<file path="src/rtl/spq_pkg.sv">
// Shared types, status codes and defaults for the sorted-insert priority queue.
package spq_pkg;

  // Default number of cells
  localparam int unsigned DEPTH = 16;

  // Operation codes
  localparam logic OP_STORE    = 1'b0;
  localparam logic OP_RETRIEVE = 1'b1;

  // Status codes
  localparam logic [1:0] ST_OK    = 2'd0;
  localparam logic [1:0] ST_EMPTY = 2'd1;
  localparam logic [1:0] ST_FULL  = 2'd2;

  // Broadcast from the controller to every cell
  typedef struct packed {
    logic               ins;  // insert beat, store not full
    logic               rem;  // remove beat, store not empty
    logic signed [31:0] val;  // value being inserted
  } cell_ctrl_t;

endpackage

</file>
<file path="src/rtl/spq_cell.sv">
// One cell of the sorted shift chain: holds a value and moves it left or right.
module spq_cell (
  input  logic                clk_i,
  input  spq_pkg::cell_ctrl_t ctrl_i,
  input  logic                in_use_i,    // cell holds a live entry
  input  logic                prev_gt_i,   // left neighbor is greater than new value
  input  logic signed [31:0]  prev_val_i,  // left neighbor's value
  input  logic signed [31:0]  next_val_i,  // right neighbor's value
  output logic                gt_o,        // this cell moves right on insert
  output logic signed [31:0]  val_o
);

  logic signed [31:0] entry_q;
  logic signed [31:0] entry_d;

  // Empty cells count as greater so the new value lands at the tail
  assign gt_o  = in_use_i ? (entry_q > ctrl_i.val) : 1'b1;
  assign val_o = entry_q;

  // Insert: the first greater cell takes the new value, later ones shift right
  always_comb begin
    entry_d = entry_q;
    if (ctrl_i.ins && gt_o) begin
      entry_d = prev_gt_i ? prev_val_i : ctrl_i.val;
    end else if (ctrl_i.rem) begin
      entry_d = next_val_i;
    end
  end

  always_ff @(posedge clk_i) begin
    entry_q <= entry_d;
  end

endmodule

</file>
<file path="src/rtl/sorted_insert_priority_queue.sv">
// Top level: sorted-insert min-priority queue built as a chain of shift cells.
//
// A bounded min-priority queue of signed 32-bit values. Each start beat
// (start high, busy low) carries one operation, and exactly one result
// follows in the next cycle on done_o; busy never rises, so one operation
// is taken every clock cycle. All DEPTH cells compare their value with the
// new one in parallel and shift right or left in the same cycle. The result
// must be taken when done_o is high: there is no way to stall it. Store
// places a value after all equal ones; retrieve returns the smallest (oldest
// among equals), or 0 with an empty status; store on a full queue is
// dropped with a full status.
module sorted_insert_priority_queue #(
  parameter int unsigned DEPTH = spq_pkg::DEPTH
) (
  input  logic               clk_i,
  input  logic               rst_ni,
  input  logic               start,
  output logic               busy,
  input  logic               opcode_i,
  input  logic signed [31:0] value_in_i,
  output logic               done_o,
  output logic signed [31:0] value_out_o,
  output logic [1:0]         status_o,
  output logic [4:0]         occupancy_o
);

  localparam int unsigned CntW = $clog2(DEPTH + 1);

  logic [CntW-1:0]     count_q, count_d;
  logic                accept;
  logic                is_full, is_empty;
  spq_pkg::cell_ctrl_t ctrl;

  logic signed [31:0]  cell_val [DEPTH];
  logic [DEPTH-1:0]    cell_gt;
  logic [DEPTH-1:0]    cell_in_use;

  logic                done_q;
  logic signed [31:0]  value_out_q, value_out_d;
  logic [1:0]          status_q, status_d;
  logic [CntW+4:0]     occ_ext;

  assign busy     = 1'b0;
  assign accept   = start && !busy;
  assign is_full  = (count_q == CntW'(DEPTH));
  assign is_empty = (count_q == '0);

  // Control broadcast to the cell row
  assign ctrl.ins = accept && (opcode_i == spq_pkg::OP_STORE) && !is_full;
  assign ctrl.rem = accept && (opcode_i == spq_pkg::OP_RETRIEVE) && !is_empty;
  assign ctrl.val = value_in_i;

  // Cell row
  for (genvar i = 0; i < DEPTH; i++) begin : g_cell
    logic               prev_gt;
    logic signed [31:0] prev_val;
    logic signed [31:0] next_val;

    assign cell_in_use[i] = (CntW'(i) < count_q);

    if (i == 0) begin : g_first
      assign prev_gt  = 1'b0;
      assign prev_val = cell_val[0];
    end else begin : g_mid
      assign prev_gt  = cell_gt[i-1];
      assign prev_val = cell_val[i-1];
    end

    if (i == DEPTH - 1) begin : g_last
      assign next_val = cell_val[i];
    end else begin : g_inner
      assign next_val = cell_val[i+1];
    end

    spq_cell u_cell (
      .clk_i      (clk_i),
      .ctrl_i     (ctrl),
      .in_use_i   (cell_in_use[i]),
      .prev_gt_i  (prev_gt),
      .prev_val_i (prev_val),
      .next_val_i (next_val),
      .gt_o       (cell_gt[i]),
      .val_o      (cell_val[i])
    );
  end

  // Count and result
  always_comb begin
    count_d     = count_q;
    value_out_d = '0;
    status_d    = spq_pkg::ST_OK;
    if (ctrl.ins) begin
      count_d = count_q + CntW'(1);
    end else if (ctrl.rem) begin
      count_d     = count_q - CntW'(1);
      value_out_d = cell_val[0];
    end
    if (accept && (opcode_i == spq_pkg::OP_STORE) && is_full) begin
      status_d = spq_pkg::ST_FULL;
    end else if (accept && (opcode_i == spq_pkg::OP_RETRIEVE) && is_empty) begin
      status_d = spq_pkg::ST_EMPTY;
    end
  end

  always_ff @(posedge clk_i or negedge rst_ni) begin
    if (!rst_ni) begin
      count_q <= '0;
      done_q  <= 1'b0;
    end else begin
      count_q <= count_d;
      done_q  <= accept;
    end
  end

  // Result payload
  always_ff @(posedge clk_i) begin
    if (accept) begin
      value_out_q <= value_out_d;
      status_q    <= status_d;
    end
  end

  assign occ_ext     = {5'b0, count_q};
  assign done_o      = done_q;
  assign value_out_o = value_out_q;
  assign status_o    = status_q;
  assign occupancy_o = occ_ext[4:0];

  // Checks
  a_done_follows: assert property (@(posedge clk_i) disable iff (!rst_ni)
    accept |=> done_o) else $error("result beat missing after start");

  a_no_spurious: assert property (@(posedge clk_i) disable iff (!rst_ni)
    !accept |=> !done_o) else $error("result beat without start");

  a_count_bound: assert property (@(posedge clk_i) disable iff (!rst_ni)
    count_q <= CntW'(DEPTH)) else $error("entry count beyond depth");

  a_full_status: assert property (@(posedge clk_i) disable iff (!rst_ni)
    (done_o && status_o == spq_pkg::ST_FULL) |-> is_full)
    else $error("full status while not full");

endmodule
</file>
<file path="config.mk">
export PLATFORM = sky130hd
export DESIGN_NAME = sorted_insert_priority_queue
export DESIGN_NICKNAME = d
export VERILOG_FILES = /design/src/rtl/spq_pkg.sv /design/src/rtl/spq_cell.sv /design/src/rtl/sorted_insert_priority_queue.sv
export SDC_FILE = /design/constraint.sdc
export NUM_CORES = 2
export LEC_CHECK = 0
export ABC_CLOCK_PERIOD_IN_PS = 5820
export BUFFER_PORTS_ARGS = -buffer_cell sky130_fd_sc_hd__buf_2
export CAP_MARGIN = 15
export CORE_ASPECT_RATIO = 1.75
export CORE_MARGIN = 3
export CORE_UTILIZATION = 50
export CTS_CLUSTER_SIZE = 16
export DETAILED_ROUTE_END_ITERATION = 8
export GPL_ROUTABILITY_DRIVEN = 0
export PLACE_DENSITY = 0.71
export SLEW_MARGIN = 5
export SYNTH_ARGS = -nofsm -noshare
export SYNTH_HDL_FRONTEND = slang
export SYNTH_SLANG_ARGS = --single-unit
</file>
<file path="constraint.sdc">
create_clock -name clk_i -period 5.82 [get_ports clk_i]
set_input_delay 1.746 -clock clk_i [delete_from_list [all_inputs] [get_ports clk_i]]
set_output_delay 1.746 -clock clk_i [all_outputs]
set_load 0.005 [all_outputs]
</file>
==> results.md <==
* Slew @ Worst Pin at 0.960 ns
* Syn. warnings at 0
* First-pass GRT wire length at 171000 um
* Slew HR at 36.0%
* Avg Cell Area, Syn at 11.6 sq um
* DR iter-0 viols at 2134
* P per Cell Area at ~450 mW/mm^2
* Tcrit/Tclk final at between 80% and 90%
* Die height at 378 um
* Largest net degree at the start of global routing at 45
* Setup TNS at 0 ns
* Core Area at 0.0779 sq mm
* Final Max Tran Viols at 0
* CTS root buf: clkbuf_16
* Crit path launch type: input port
* Top-level I/O count at 77
* Clock skew at 0.0197 ns
* Critical-path maximum fanout at 32
* WL per Instance at 24.6 um
* Yosys top cell by area: edfxtp_1
* # placed instances at 4512
* Main area contributors after synthesis: edfxtp_1, ha_1, mux2_2
* Cts hold-fix bufs at 0
* CTS tree: yes
* Kind of cell adding the most delay to the critical path: buffers and inverters
* CP max stage cell: buf_4
* CTS clock-pin slew for the worst setup and hold paths at ~0.060 ns
* CTS Sinks at 552
* Top-area cell type share of the netlist area at 41.5%
* Post-synth EDFFs at 546
* I/O Buffers at 75
* Vias per cell at 6.28
* Distinct cells, synth at 74
* All-Layer GR Usage at 27.0%
* Total CTS buffers at between 50 and 60
* Worst Path Arrival at 5.51 ns
* Fill cells at 6499
* Outcome: finished clean
* Syn nets at 3963
* Synth Register Bits at 552
* Type of the most critical hold path: reg2reg
* Resized cells post-CTS at 0
* Post-CTS Setup Repair Bufs at 0
* Commonest cells post-synth: edfxtp_1, mux2_2, ha_1
* Register area share after synthesis at around two fifths
* F_max at 194 MHz
* Max_cap viols at 0
* Gate Count Post-Synth at 3412
* DRC at 0
* H-tree Lvls at 2
* Async SR Flop Fraction at 1.09%
* Static Leak at about 18 nW
* Dominant synthesized flop cell: edfxtp_1
* Number of global-route vias before repair at 30000
* Worst skew pair latency at 0.61 ns
* # setup viols final at 0
* Endpoints failing hold at 0
* Clk buf depth at 3
* CP required at 6.17 ns
* Post-synthesis cell area at between 0.03 and 0.04 sq mm
* Initial antenna violation count at 4
* Fin nets at ~4100
* Cells along the critical path: buf_2, inv_1, buf_4, ha_1, nand4_1, nor3_1, nand4_1, a211o_1, o2111a_1, o22ai_4, buf_4, mux2_2, mux2_2
* Worst Path Buf+Inv at 4
* Row count at ~140
* Die Width at 218 um
* Crit end category: flop
* WS Path Type: in2reg
* Unrepaired setup endpoints after global routing: false
* Die area at just over 0.08 sq mm
* Worst path max stage delay at between 0.4 and 0.5 ns
* Detailed placer's ending HPWL at around 90000 um
* Remaining Overflow, GRT at 0
* Starting Density at around half
* Final wirelength at 113000 um
* Tmin final at a little over 5 ns
* Synthesis-to-layout area growth at 10.4%
* Share of post-route cells with drive strength above 1 at between 20% and 30%
* Most numerous cell in the Yosys netlist: edfxtp_1
* Max IR drop VDD at between 0.2 and 0.3 mV
* Final Non-Filler Cells at about 4600
* Routed vias at between 20000 and 30000
* Antenna-violating nets left at 0
* Drt first pass iters at 5
final cells by class:
| type | count | area (sq um) | area share, % |
|---|---|---|---|
| Multi-Input combinational cell | 2617 | 22100 | 50.6 |
| Timing Repair Buffer | 247 | 1850 | 4.26 |
| Tap cell | 1027 | 1280 | 2.95 |
| Clock inverter | 29 | 201 | 0.462 |
| Antenna cell | 2 | 5.00 | 0.0115 |
| Inverter | 69 | 259 | 0.595 |
| Clock buffer | 61 | 1360 | 3.11 |
| Sequential cell | 552 | 16500 | 38.0 |
power by group:
group | switching, mW | total, mW | internal (mW)
clock network | 1.57 | 3.35 | 1.78
registers | 1.20 | 7.38 | 6.18
logic | 4.59 | 8.90 | 4.31
layout by cell type, fill, tap and decap left out, drive strengths merged, types with 5 or more instances in the layout:
cell type / instances
a2111o: 7
and2: 40
nor3: 15
a21oi: 394
nor2b: 22
a211oi: 14
o21a: 6
mux2: 528
clkbuf: 61
edfxtp: 546
clkinv: 26
nand2b: 19
ha: 515
nor2: 171
mux2i: 208
nand4: 113
nand3: 34
or4: 8
nand2: 182
a221oi: 14
a21o: 63
o211ai: 29
inv: 69
nor4: 21
buf: 247
dfrtp: 6
o21ai: 131
a221o: 5
and4: 5
metal layers:
| layer | track usage [%] | wire length [um] |
|---|---|---|
| met3 | 2.32 | 4080 |
| met2 | 51.5 | 61000 |
| met5 | 0 | 29 |
| met4 | 17.3 | 8520 |
| met1 | 27.8 | 39600 |
worst register-to-register path: cells and delay by family (launching register included):
kind | cells | cell delay, ns
mux | 2 | 0.66
flops | 1 | 0.45
simple gates | 3 | 0.97
compound gates | 3 | 0.67
buf+inv | 1 | 0.41
fa+ha+maj | 1 | 0.41
worst paths after layout:
check,end,slack [ns],startpoint,cells after the start
min in group asynchronous,done_o,0.97,rst_ni,1
max,g_cell[3].u_cell.val_o[16],0.66,value_in_i[21],13
max reg2reg,g_cell[3].u_cell.val_o[16],2.01,g_cell[2].u_cell.val_o[31],10
min,g_cell[14].u_cell.val_o[0],0.56,g_cell[15].u_cell.val_o[0],2
min reg2reg,g_cell[14].u_cell.val_o[0],0.56,g_cell[15].u_cell.val_o[0],2
max in group asynchronous,occupancy_o[2],4.66,rst_ni,1
through the flow:
step	power (mW)	hold slack [ns]	utilization [%]	worst slack, ns	area (sq um)
global placement	16.0	0.538	53.9	0.204	42000
detailed placement	16.3	0.548	53.9	0.0663	42000
floorplan	13.6	0.522	-	0.171	39500
finish	19.6	0.565	55.9	0.664	43600
global route	20.8	0.588	55.9	0.529	43600
CTS	19.6	0.565	55.9	0.696	43600
sequential cells by signal, indices dropped and copies added, names as in the netlist:
signal / flops
status_o: 2
value_out_o: 32
done_o: 1
occupancy_o: 5
g_cell.u_cell.val_o: 512
cell families after synthesis:
kind of cell	after synthesis	synth area share (%)
AOI/OAI and AO/OA	714	10.7
adders and majority gates	515	16.3
DFF	552	41.9
buffers and inverters	243	2.64
and+or+nand+nor	647	7.98
xor gates and xnor gates	4	0.0888
muxes	736	20.3
other	1	0.00950
No activity file was read; power rests on OpenSTA's default activity.
